**src/rtl/stsd_pkg.sv**
```systemverilog
// shared types, constants and arithmetic steps of the sphere triangle subdivider
package stsd_pkg;

    localparam int COMP_W    = 16;
    localparam int MAG_W     = 17;
    localparam int SQR_W     = 34;
    localparam int RAD_W     = 36;
    localparam int REM_W     = 21;
    localparam int ROOT_W    = 18;
    localparam int DREM_W    = 19;
    localparam int QUO_W     = 16;
    localparam int SQ_STAGES = 9;
    localparam int SQ_STEPS  = 2;
    localparam int DV_STAGES = 8;
    localparam int DV_STEPS  = 2;
    localparam int FIFO_DEPTH = 8;
    localparam int FIFO_AW    = 3;
    localparam logic [QUO_W-1:0] UNIT_Q14 = 16'd16384;

    typedef enum logic [1:0] {
        PH_A,
        PH_B,
        PH_C,
        PH_MID
    } t_phase;

    typedef logic [2:0][COMP_W-1:0] t_vec;

    typedef struct packed {
        t_vec a;
        t_vec b;
        t_vec c;
        logic last;
    } t_corner;

    typedef struct packed {
        t_vec p0;
        t_vec p1;
        t_vec p2;
        logic last_of_four;
        logic mesh_end;
    } t_tri;

    typedef struct packed {
        logic [REM_W-1:0]       rem;
        logic [ROOT_W-1:0]      root;
        logic [RAD_W-1:0]       rad;
        logic [2:0][MAG_W-1:0]  mag;
        logic [2:0]             neg;
    } t_sq_st;

    typedef struct packed {
        logic [2:0][DREM_W-1:0] rem;
        logic [2:0][QUO_W-1:0]  quo;
        logic [2:0][QUO_W-1:0]  nlo;
        logic [ROOT_W-1:0]      den;
        logic                   zero;
        logic [2:0]             neg;
    } t_dv_st;

    // one digit of the restoring square root, two radicand bits in
    function automatic t_sq_st sqrt_step(t_sq_st st);
        t_sq_st o;
        logic [REM_W-1:0] t;
        logic [REM_W-1:0] trial;
        o     = st;
        t     = {st.rem[REM_W-3:0], st.rad[RAD_W-1:RAD_W-2]};
        trial = {1'b0, st.root, 2'b01};
        o.rad = {st.rad[RAD_W-3:0], 2'b00};
        if (t >= trial) begin
            o.rem  = t - trial;
            o.root = {st.root[ROOT_W-2:0], 1'b1};
        end else begin
            o.rem  = t;
            o.root = {st.root[ROOT_W-2:0], 1'b0};
        end
        return o;
    endfunction

    // one quotient bit of the restoring divide, for all three components
    function automatic t_dv_st div_step(t_dv_st st);
        t_dv_st o;
        logic [DREM_W-1:0] t;
        o = st;
        for (int k = 0; k < 3; k++) begin
            t        = {st.rem[k][DREM_W-2:0], st.nlo[k][QUO_W-1]};
            o.nlo[k] = {st.nlo[k][QUO_W-2:0], 1'b0};
            if (t >= {1'b0, st.den}) begin
                o.rem[k] = t - {1'b0, st.den};
                o.quo[k] = {st.quo[k][QUO_W-2:0], 1'b1};
            end else begin
                o.rem[k] = t;
                o.quo[k] = {st.quo[k][QUO_W-2:0], 1'b0};
            end
        end
        return o;
    endfunction

endpackage

```
**src/rtl/stsd_merge.sv**
```systemverilog
// merge stage: joins corners and lane midpoints and plays out four triangles
module stsd_merge (
    input  logic              i_clk,
    input  logic              i_rst_n,
    input  logic              i_vld,
    input  stsd_pkg::t_corner i_crn,
    input  stsd_pkg::t_vec    i_ab,
    input  stsd_pkg::t_vec    i_bc,
    input  stsd_pkg::t_vec    i_ca,
    output logic              o_valid,
    output stsd_pkg::t_tri    o_tri
);

    stsd_pkg::t_corner r_crn;
    stsd_pkg::t_vec    r_ab, r_bc, r_ca;
    logic              r_act, n_act;
    stsd_pkg::t_phase  r_phase, n_phase;

    always_comb begin
        n_act   = r_act;
        n_phase = r_phase;
        if (i_vld) begin
            n_act   = 1'b1;
            n_phase = stsd_pkg::PH_A;
        end else if (r_act) begin
            case (r_phase)
                stsd_pkg::PH_A: begin
                    n_phase = stsd_pkg::PH_B;
                end
                stsd_pkg::PH_B: begin
                    n_phase = stsd_pkg::PH_C;
                end
                stsd_pkg::PH_C: begin
                    n_phase = stsd_pkg::PH_MID;
                end
                default: begin
                    n_phase = stsd_pkg::PH_A;
                    n_act   = 1'b0;
                end
            endcase
        end
    end

    always_ff @(posedge i_clk) begin
        if (i_vld) begin
            r_crn <= i_crn;
            r_ab  <= i_ab;
            r_bc  <= i_bc;
            r_ca  <= i_ca;
        end
        if (!i_rst_n) begin
            r_act   <= 1'b0;
            r_phase <= stsd_pkg::PH_A;
        end else begin
            r_act   <= n_act;
            r_phase <= n_phase;
        end
    end

    always_comb begin
        o_tri.last_of_four = 1'b0;
        o_tri.mesh_end     = 1'b0;
        case (r_phase)
            stsd_pkg::PH_A: begin
                o_tri.p0 = r_crn.a;
                o_tri.p1 = r_ab;
                o_tri.p2 = r_ca;
            end
            stsd_pkg::PH_B: begin
                o_tri.p0 = r_crn.b;
                o_tri.p1 = r_bc;
                o_tri.p2 = r_ab;
            end
            stsd_pkg::PH_C: begin
                o_tri.p0 = r_crn.c;
                o_tri.p1 = r_ca;
                o_tri.p2 = r_bc;
            end
            default: begin
                o_tri.p0           = r_ab;
                o_tri.p1           = r_bc;
                o_tri.p2           = r_ca;
                o_tri.last_of_four = 1'b1;
                o_tri.mesh_end     = r_crn.last;
            end
        endcase
    end

    assign o_valid = r_act;

endmodule

```
**config.mk**
```make
export PLATFORM = sky130hd
export DESIGN_NAME = stsd_merge
export DESIGN_NICKNAME = d
export VERILOG_FILES = /design/src/rtl/stsd_pkg.sv /design/src/rtl/stsd_merge.sv
export SDC_FILE = /design/constraint.sdc
export NUM_CORES = 1
export LEC_CHECK = 0
export BUFFER_PORTS_ARGS = -buffer_cell sky130_fd_sc_hd__buf_2
export CORE_UTILIZATION = 39
export DETAILED_ROUTE_END_ITERATION = 6
export HOLD_SLACK_MARGIN = 0.06
export PLACE_DENSITY = 0.66
export SLEW_MARGIN = 20
export SYNTH_ARGS = -nofsm -noshare
export SYNTH_HDL_FRONTEND = slang
export SYNTH_SLANG_ARGS = --single-unit
```
**constraint.sdc**
```tcl
create_clock -name i_clk -period 1.5 [get_ports i_clk]
set_input_delay 0.3 -clock i_clk [delete_from_list [all_inputs] [get_ports i_clk]]
set_output_delay 0.3 -clock i_clk [all_outputs]
set_load 0.01 [all_outputs]
```
* Yosys cells after proc, flatten, opt, wreduce, memory -nomap -nowiden
Cells that the tools add are included.
** Operators by class
- Equality and inequality tests :: 2
- Muxes and demuxes :: 6
- Bitwise logic cells :: 1
- Reductions and logical operators :: 3
** Operators by type and width (number)
- case mux 144 bit (3 select lines) :: 1
- case mux 2 bit (3 select lines) :: 1
- two-way mux 1 bit :: 3
- OR reduction 3 bit :: 1
- == test 2 x 1 -> 1 bit, second input constant :: 1
- == test 2 bit, second input constant :: 1
- zero test 2 bit :: 1
- two-way mux 2 bit :: 1
- OR reduction 2 bit :: 1
- inverter 1 bit :: 1
** Storage, ports and cells
- Flip-flop bits (word level) :: 292
- Bits of input ports :: 292
- Output and inout bits :: 147
- Logic and storage cells :: 33

* Depth between registers and ports, before layout
Gate-level depths: netlist (run 1).
- Depth in word-level cells :: 5
- Mapped depth :: 7
- Depth with buffers taken out :: 4

* Worst setup path after synthesis (run 1)
OpenSTA, ideal clock, no wires.
- Path type :: register to output
- Start point :: register r_phase[0]
- End point :: output port o_tri[30] (netlist name)
- Arrival time :: 1386 ps
- Required time :: 1200 ps
- Path slack :: -186 ps
- Cell stages (with the launch flop) :: 8
- Path buffers :: 3
- Path through :: dfxtp_1 > inv_1 > ha_1 > buf_2 > or2_1 > buf_6 > buf_6 > o2bb2ai_1
** RTL lines
- from (decl) :: line stsd_merge.sv:17 : stsd_pkg::t_phase r_phase, n_phase;
- from (signal assigned) :: line stsd_merge.sv:53 : r_phase <= stsd_pkg::PH_A;
- from (signal assigned) :: line stsd_merge.sv:56 : r_phase <= n_phase;
- to (decl) :: line stsd_merge.sv:11 : output stsd_pkg::t_tri o_tri

==> results of run 1 <==
-- kinds of logic after synthesis --
group	Yosys count	share of synthesized area
DFF	292	0.733
AOI/OAI and AO/OA	242	0.173
buffers and inverters	114	0.0449
muxes	49	0.0412
and+or+nand+nor	8	0.00357
adders and majority gates	4	0.00420
-- cell usage in the layout, fill, tap and decap left out, types with 3 or more instances in the layout --
cell / count
dlygate4sd3_1: 291
clkinv_2: 5
o2bb2ai_2: 45
buf_12: 30
clkbuf_1: 4
o2bb2ai_4: 34
buf_4: 58
clkinv_1: 11
diode_2: 7
o2bb2ai_1: 17
inv_1: 48
mux2i_1: 44
mux2i_2: 5
a22oi_2: 21
buf_16: 4
buf_8: 5
a222oi_1: 48
buf_6: 56
nor2_1: 3
clkbuf_16: 39
edfxtp_1: 289
buf_2: 398
ha_4: 4
a22oi_1: 75
-- layer usage --
| layer | track usage | vias to the layer above | share of wire |
|---|---|---|---|
| met2 | 0.495 | 691 | 0.52 |
| met1 | 0.294 | 5211 | 0.36 |
| li1 | - | 4646 | - |
| met4 | 0.128 | 0 | 0.041 |
| met5 | 0 | - | 0 |
| met3 | 0.0573 | 132 | 0.081 |
-- cell type report --
| cell class | count | area, µm² | share of cell area |
|---|---|---|---|
| Timing Repair Buffer | 852 | 7020 | 0.332 |
| Tap cell | 390 | 488 | 0.0231 |
| Multi-Input combinational cell | 303 | 3740 | 0.177 |
| Inverter | 50 | 193 | 0.00911 |
| Sequential cell | 292 | 8750 | 0.414 |
| Antenna cell | 7 | 17.5 | 0.000828 |
| Clock inverter | 21 | 150 | 0.00710 |
| Clock buffer | 35 | 791 | 0.0374 |
-- path summary, 6_finish.rpt --
kind,start,to,slack [ps],cells past startpoint
setup / recovery,r_phase[0]$_SDFFE_PP0P_,o_tri[138],-960,6
hold / removal,i_crn[58],r_crn[58]$_DFFE_PP_,430,2
setup reg to reg,r_phase[0]$_SDFFE_PP0P_,o_valid$_SDFF_PN0_,90,6
hold reg to reg,o_valid$_SDFF_PN0_,r_phase[0]$_SDFFE_PP0P_,490,1
-- per-stage QoR --
stage	worst slack [ps]	util	hold slack (ps)
2_1_floorplan	-116	-	399
3_3_place_gp	-368	0.543	476
3_5_place_dp	-398	0.543	478
4_1_cts	-954	0.689	412
5_1_grt	-1030	0.708	427
6_report	-961	0.708	435
-- worst max-delay path, delay by kind of cell (launching register included) --
family | cells | cell delay, ps
muxes | 1 | 140
DFF | 1 | 390
AOI/OAI and AO/OA | 1 | 430
buffers and inverters | 3 | 430
adders and majority gates | 1 | 210
-- flip-flops by register name (all words and copies together), names as in the netlist --
register / count
r_crn: 145
r_ab: 48
r_bc: 48
r_ca: 48
r_phase: 2
o_valid: 1
-- repair_timing --
item	4_1_cts	5_1_grt
endpoints found under the hold margin	300	0
setup endpoints to repair	147	147
gates cloned	4	9
hold buffers	291	0
pin swaps	10	16
buffers inserted	11	9
resized for setup	57	45
-- power by group through the flow --
stage / Combinational, mW / Clock, mW / Sequential, mW
3_5_place_dp: 2.55 / 0 / 10.3
5_1_grt: 3.79 / 7.62 / 10.2
4_1_cts: 3.33 / 7.35 / 10.1
6_report: 3.61 / 7.25 / 10.1
3_3_place_gp: 2.52 / 0 / 10.2
2_1_floorplan: 1.20 / 0 / 10.1
==> impl_metrics.toml, run 1 <==
[hold_path]
hp-class = "in -> reg"

[pwr]
power.total_mw = 21.0
switchingPower_mw = 5.17
clkPwrFrac = 0.345
power_frac_comb = 0.172
p_int_mw = 15.8
p_seq_frac = 0.483
switching_share = 0.246
cellPowerDensity_nw_per_um2 = 993
ir_drop_mv = 0.901
cellLeakagePower_nw = 8.37

[run_status]
outcome = "finished with violations"
violations = "negative setup slack"

[yosys]
synth_area_leaders = "edfxtp_1 (73%), o2bb2ai_1 (7.1%), a22oi_1 (6.0%)"
ys_warn_count = 0
syn_area_per_cell_um2 = 16.8
seq_area_frac_synth = 0.733
yosysTopAreaCell = "edfxtp_1"
synth-edff-count = 289
synth_cells = 709
synth_top_area_share = 0.728
ys_seq_elements = 292
syn_area_um2 = 11900
synth_ff_type = "edfxtp_1"
netlist_top_cells_count = "edfxtp_1 (289), a22oi_1 (96), o2bb2ai_1 (96)"
synth_cell_types = 19
synth.net_count = 1005
synth.most_common_cell = "edfxtp_1"
async_flop_share = 0

[clock_tree]
clk_latency_ps = 570
clock-root-buffer = "clkbuf_16"
clockBufferDepth = 3
htreeDepth = 1
clk_pin_slew_ps = 60
cts_tree = "built"
cts_sinks = 292
cts_made_buffers = 31

[final_layout]
drive_gt1_frac = 0.462
nets = 1826
fill_cells = 1856
final_cell_area_um2 = 21100
area_growth_pct = 77.5
fin_cells = 1950

[die]
dieArea_um2 = 31300
initial_core_util = 0.399
io-pin-count = 439
dieWidth_um = 177
coreArea_um2 = 29900
fp-row-count = 63
die_h_um = 177

[detailed_routing]
ant_nets = 0
avgRoutedWirePerCell_um = 23.4
drt_iter0_markers = 997
viasPerCell = 5.48
drc_errors = 0
first_pass_iters = 5
vias = 10700
wirelength_um = 45600

[grt]
grt_usage = 0.269
antenna_found_initial = 4
grt_start_max_net_pins = 42
grt_pass1_vias = 11400
grt_pass1_wl_um = 63700
grt_remaining_overflow = 0

[place]
gp_congestion = 0.873
io_buffers = 438
dpl_cell_area_um2 = 16200
dp.final_hpwl_um = 26400
dp.cells = 1564

[critical_path]
required_ps = 1200
critPathKind = "reg -> out"
critPathSlowestCell = "a222oi_1"
end_kind = "output port"
cp_cell_sequence = "inv_4 > ha_4 > buf_4 > a222oi_1 > mux2i_1 > buf_2"
worstPathMaxFanout = 14
critical-path-max-stage-delay_ps = 430
cp-start-kind = "register"
arrival_ps = 2160

[run]
drv_cap = 0

[sta]
rsz0062_at_grt = "true"
period_needed_ps = 2460
tightest_slew_ps = 400
post-route-period-util = 1.64
timing.fmax_ghz = 0.406
setup_viol = 146
clock_skew_ps = 5.13
finalSetupTns_ps = -129360
report.final.slew_viol_count = 0
hold_violations = 0
slew_headroom = 0.734
worst_slack_ps = -961
No activity file was read; power rests on OpenSTA's default activity.
==> run 2: changes to the inputs <==
--- a/config.mk
+++ b/config.mk
@@ -9,7 +9,7 @@
 export CORE_UTILIZATION = 39
 export DETAILED_ROUTE_END_ITERATION = 6
 export HOLD_SLACK_MARGIN = 0.06
-export PLACE_DENSITY = 0.66
+export PLACE_DENSITY_LB_ADDON = 0.15
 export SLEW_MARGIN = 20
 export SYNTH_ARGS = -nofsm -noshare
 export SYNTH_HDL_FRONTEND = slang
==> run 2 against run 1 <==
  * The flow finishes with violations (design-rule violations, negative setup slack)
  * Final area is 4.0% higher
  * Core utilization is 2.9 points higher
  * Sequential share of layout area is 1.6 points lower
  * Worst hold slack lost 270 ps
  * Non-clock buffer count grew 6
  * Fmax is 1.4% higher
  * Clock-buffer cell count up 5
  * Final cell count rose by 0.31%
  * Sequential power about the same
==> impl_metrics.toml, run 2 (synthesis gave the netlist of run 1 again) <==
[clock_tree]
cts_sinks = 292
htreeDepth = 2
clock-root-buffer = "clkbuf_16"
clockBufferDepth = 3
clk_latency_ps = 490
cts_made_buffers = 35
clk_pin_slew_ps = 60
cts_tree = "built"

[final_layout]
fill_cells = 1757
final_common_cell = "buf_2"
area_growth_pct = 84.6
largest_register = "r_crn"
final-seq-area_um2 = 8740
largest_reg_flops = 145
multi_input_area_um2 = 4100
nets = 1837
mostFrequentLayoutCells = "buf_2 (390), dlygate4sd3_1 (290), edfxtp_1 (289)"
drive_gt1_frac = 0.496
fin_cells = 1956

[place]
dp.final_hpwl_um = 26500
dp.cells = 1565
gp_congestion = 0.845
dp_slack_ps = -375
io_buffers = 438

[grt]
grt_pass1_wl_um = 63100
grt_pass1_vias = 11100
grt_remaining_overflow = 0
grt_usage = 0.270
antenna_found_initial = 1
grt_start_max_net_pins = 64

[pwr]
p_int_mw = 17.0
power_frac_comb = 0.168
switchingPower_mw = 5.33
cellLeakagePower_nw = 8.67
power.total_mw = 22.4
p_seq_frac = 0.454
cellPowerDensity_nw_per_um2 = 1020
clkPwrFrac = 0.378
switching_share = 0.238
ir_drop_mv = 0.939

[sta]
hold_violations = 0
worst_slack_ps = -927
period_needed_ps = 2430
fin_hold_ws_ps = 166
slew_headroom = 0.725
tightest_slew_ps = 412
clock_skew_ps = 0.643
rsz0062_at_grt = "true"
post-route-period-util = 1.62
report.final.slew_viol_count = 0
timing.fmax_ghz = 0.412
setup_viol = 146

[critical_path]
cp-start-kind = "register"
arrival_ps = 2130
reg2reg_depth = 5
end_kind = "output port"
worstPathMaxFanout = 7
required_ps = 1200
critPathKind = "reg -> out"

[run]
drv_cap = 0

[detailed_routing]
avgRoutedWirePerCell_um = 22.9
wirelength_um = 44700
drt_iter0_markers = 936
viasPerCell = 5.39
first_pass_iters = 7
ant_nets = 0
vias = 10500
drc_errors = 3

[die]
dieArea_um2 = 31300
coreArea_um2 = 29900
dieWidth_um = 177
io-pin-count = 439
fp-row-count = 63
die_h_um = 177
initial_core_util = 0.399

[hold_path]
hp-class = "in -> reg"
worstHoldPathCells = 1

[run_status]
violations = "design-rule violations, negative setup slack"
outcome = "finished with violations"
## run 2: changes by cell type in the layout (fill, tap and decap cells not counted), moves of 6 or more
| cell | change |
|---|---|
| a22oi_2 | +26 |
| o2bb2ai_4 | +10 |
| a22oi_1 | -26 |
| buf_2 | -8 |
| diode_2 | -6 |
| buf_4 | -15 |
| buf_6 | +17 |
| buf_12 | +11 |
| o2bb2ai_1 | -15 |
## run 2: final cells by class
type,count,area share
Sequential cell,292,0.397
Timing Repair Buffer,858,0.333
Multi-Input combinational cell,304,0.186
Clock buffer,40,0.0426
Tap cell,390,0.0222
Clock inverter,21,0.00956
Inverter,50,0.00865
Antenna cell,1,0.000114
## run 2: what timing repair did
action	4_1_cts	5_1_grt
setup endpoints to repair	146	146
gates resized for setup	117	79
pin swaps	41	23
hold endpoints to repair	290	0
gates cloned	13	3
buffers inserted	21	5
hold buffers	290	0
## run 2: worst paths after layout
check | startpoint | to | slack [ps]
max | r_phase[0]$_SDFFE_PP0P_ | o_tri[103] | -930
min | i_vld | r_crn[55]$_DFFE_PP_ | 170
max reg2reg | r_phase[1]$_SDFFE_PP0P_ | r_phase[0]$_SDFFE_PP0P_ | 150
min reg2reg | r_phase[0]$_SDFFE_PP0P_ | r_phase[0]$_SDFFE_PP0P_ | 540
## run 2: routing by layer
layer / up-vias / track usage / part of all wire
met5: - / 0 / 0
met4: 0 / 0.109 / 0.036
met3: 109 / 0.0526 / 0.075
met2: 587 / 0.481 / 0.51
met1: 5162 / 0.317 / 0.38
li1: 4676 / - / -
## run 2: worst max-delay path, cell delays in order, from the launching register on
cell and delay [ps]:
dfxtp_4 380, inv_4 50, ha_4 220, buf_12 170, buf_12 130, a222oi_1 310
mux2i_1 180, buf_2 180
## run 2: metrics by stage
| stage | area, µm² | setup TNS (ps) | utilization |
|---|---|---|---|
| 6_report | 22000 | -116990 | 0.736 |
| 5_1_grt | 22000 | -128260 | 0.736 |
| 4_1_cts | 21500 | -118830 | 0.720 |
| 3_5_place_dp | 16300 | -39370 | 0.545 |
| 3_3_place_gp | 16300 | -36870 | 0.545 |
| 2_1_floorplan | 12900 | -12100 | - |
## run 2: power by group through the flow
stage | clock network [mW] | registers (mW) | logic, mW
after floorplan | 0 | 10.1 | 1.20
after global placement | 0 | 10.2 | 2.54
after detailed placement | 0 | 10.3 | 2.57
after CTS | 8.56 | 10.1 | 3.52
after global routing | 8.90 | 10.2 | 3.94
final | 8.46 | 10.2 | 3.75
==> run 3: changes to the inputs <==
--- a/config.mk
+++ b/config.mk
@@ -10,7 +10,9 @@
 export DETAILED_ROUTE_END_ITERATION = 6
 export HOLD_SLACK_MARGIN = 0.06
 export PLACE_DENSITY_LB_ADDON = 0.15
+export SKIP_LAST_GASP = 1
 export SLEW_MARGIN = 20
 export SYNTH_ARGS = -nofsm -noshare
 export SYNTH_HDL_FRONTEND = slang
 export SYNTH_SLANG_ARGS = --single-unit
+export TNS_END_PERCENT = 1
==> run 3 against run 2 <==
  * Critical path depth stayed put
  * Final area down 9.0%
  * Fmax decreased by 1.6%
  * Register-to-register slack improved by 60 ps
  * Final cell count fell by 2.2%
  * The flow finishes with violations (negative setup slack)
  * Worst setup slack worse by 41 ps
  * Total power down 4.0%
  * Combinational power decreased by 15%
  * Via count decreased by 2.6%
  * Clock-buffer cell count decreased by 2
  * Clock power is 2.8% lower
==> impl_metrics.toml, run 3 (synthesis gave the netlist of run 1 again) <==
[run_status]
outcome = "finished with violations"
violations = "negative setup slack"

[sta]
clock_skew_ps = 8.38
post-route-period-util = 1.65
worst_slack_ps = -968
tightest_slew_ps = 434
period_needed_ps = 2470
setup_viol = 146
timing.fmax_ghz = 0.405
report.final.slew_viol_count = 0
hold_violations = 0
slew_headroom = 0.711
finalSetupTns_ps = -117660
fin_hold_ws_ps = 252
rsz0062_at_grt = "true"

[critical_path]
r2r_slack_ps = 210
cp-start-kind = "register"
r2r_end = "r_phase[0]$_SDFFE_PP0P_"
rr_startpoint = "r_phase[1]$_SDFFE_PP0P_"
end_kind = "output port"
reg2reg_depth = 5
required_ps = 1200
critPathKind = "reg -> out"
startpoint = "r_phase[0]$_SDFFE_PP0P_"
arrival_ps = 2170
worstPathMaxFanout = 7

[final_layout]
utilization = 0.670
fill_cells = 2059
final_common_cell = "buf_2"
final_cell_area_um2 = 20000
largest_reg_flops = 145
drive_gt1_frac = 0.420
area_growth_pct = 68.1
largest_register = "r_crn"
nets = 1793
diodes = 0
mostFrequentLayoutCells = "buf_2 (437), dlygate4sd3_1 (290), edfxtp_1 (289)"

[die]
coreArea_um2 = 29900
dieArea_um2 = 31300
fp-row-count = 63
initial_core_util = 0.399
dieWidth_um = 177
die_h_um = 177
io-pin-count = 439

[pwr]
cellPowerDensity_nw_per_um2 = 1070
ir_drop_mv = 1.12
power.total_mw = 21.5
cellLeakagePower_nw = 8.00

[detailed_routing]
wirelength_um = 41300
drt_iter0_markers = 1029
vias = 10300
viasPerCell = 5.36
avgRoutedWirePerCell_um = 21.6
first_pass_iters = 6
ant_nets = 0
drc_errors = 0

[grt]
grt_usage = 0.257
grt_pass1_wl_um = 60700
grt_pass1_vias = 11000
antenna_found_initial = 0
grt_start_max_net_pins = 76
grt_remaining_overflow = 0

[clock_tree]
cts_made_buffers = 34
htreeDepth = 2
cts_tree = "built"
clockBufferDepth = 3
cts_sinks = 292
clk_pin_slew_ps = 60
clk_latency_ps = 510
clock-root-buffer = "clkbuf_16"

[hold_path]
hp-class = "in -> reg"
worstHoldPathCells = 2
hp-start = "i_vld"
min_delay_worst_endpoint = "r_ab[10]$_DFFE_PP_"

[run]
drv_cap = 0

[place]
dp.final_hpwl_um = 26400
io_buffers = 438
dpl_cell_area_um2 = 15900
gp_congestion = 0.863
[run 3: cell types whose count changed in the layout (fill, tap and decap cells not counted), moves of 5 or more]
cell | previous run | this run
buf_6 | 73 | 1
o2bb2ai_1 | 2 | 56
buf_2 | 390 | 437
a22oi_1 | 49 | 86
a22oi_2 | 47 | 10
o2bb2ai_2 | 50 | 20
o2bb2ai_4 | 44 | 20
buf_12 | 41 | 32
buf_4 | 43 | 52
buf_16 | 6 | 0
buf_8 | 7 | 1
clkbuf_16 | 40 | 35
[run 3: report_power, final]
part | internal, mW | switching, mW
sequential | 9.71 | 0.382
combinational | 1.74 | 1.43
clock | 4.95 | 3.28
[run 3: timing repair]
item,4_1_cts,5_1_grt
gates cloned,3,0
endpoints found under the hold margin,292,0
pin swaps,3,3
resized for setup,5,0
setup buffers,5,0
setup endpoints to repair,146,146
hold buffers,290,0
[run 3: area by class of cell]
class | count | area (µm²) | area share
sequential | 292 | 8750 | 0.437
clock buffer | 38 | 887 | 0.0443
tap | 390 | 488 | 0.0244
inverter | 50 | 193 | 0.00962
timing repair buffer | 816 | 6240 | 0.312
multi-input combinational | 303 | 3250 | 0.162
clock inverter | 23 | 215 | 0.0107
[run 3: layer usage]
layer	GRT usage	routed length, µm	vias up
li1	-	-	4569
met3	0.0528	3440	99
met4	0.114	1640	0
met1	0.291	14900	4968
met2	0.463	21300	621
met5	0	0	-
[run 3: through the flow]
stage / std cells / setup slack (ps)
6_report: 1912 / -968
5_1_grt: 1912 / -1020
4_1_cts: 1912 / -955
3_5_place_dp: 1553 / -484
3_3_place_gp: 1553 / -360
2_1_floorplan: 709 / -116
[run 3: how the worst max path moves through the flow]
stage | to | slack [ps]
final | o_tri[139] | -970
after detailed placement | o_tri[143] | -480
after floorplan | o_tri[126] | -120
after global placement | o_tri[123] | -360
after global routing | o_tri[143] | -1020
after CTS | o_tri[143] | -960
[run 3: critical path, stage by stage (launching register included)]
cell and delay [ps]:
dfxtp_4 390, inv_4 50, ha_4 190, buf_12 150, bufbuf_16 270, a222oi_1 310
mux2i_1 140, buf_2 160
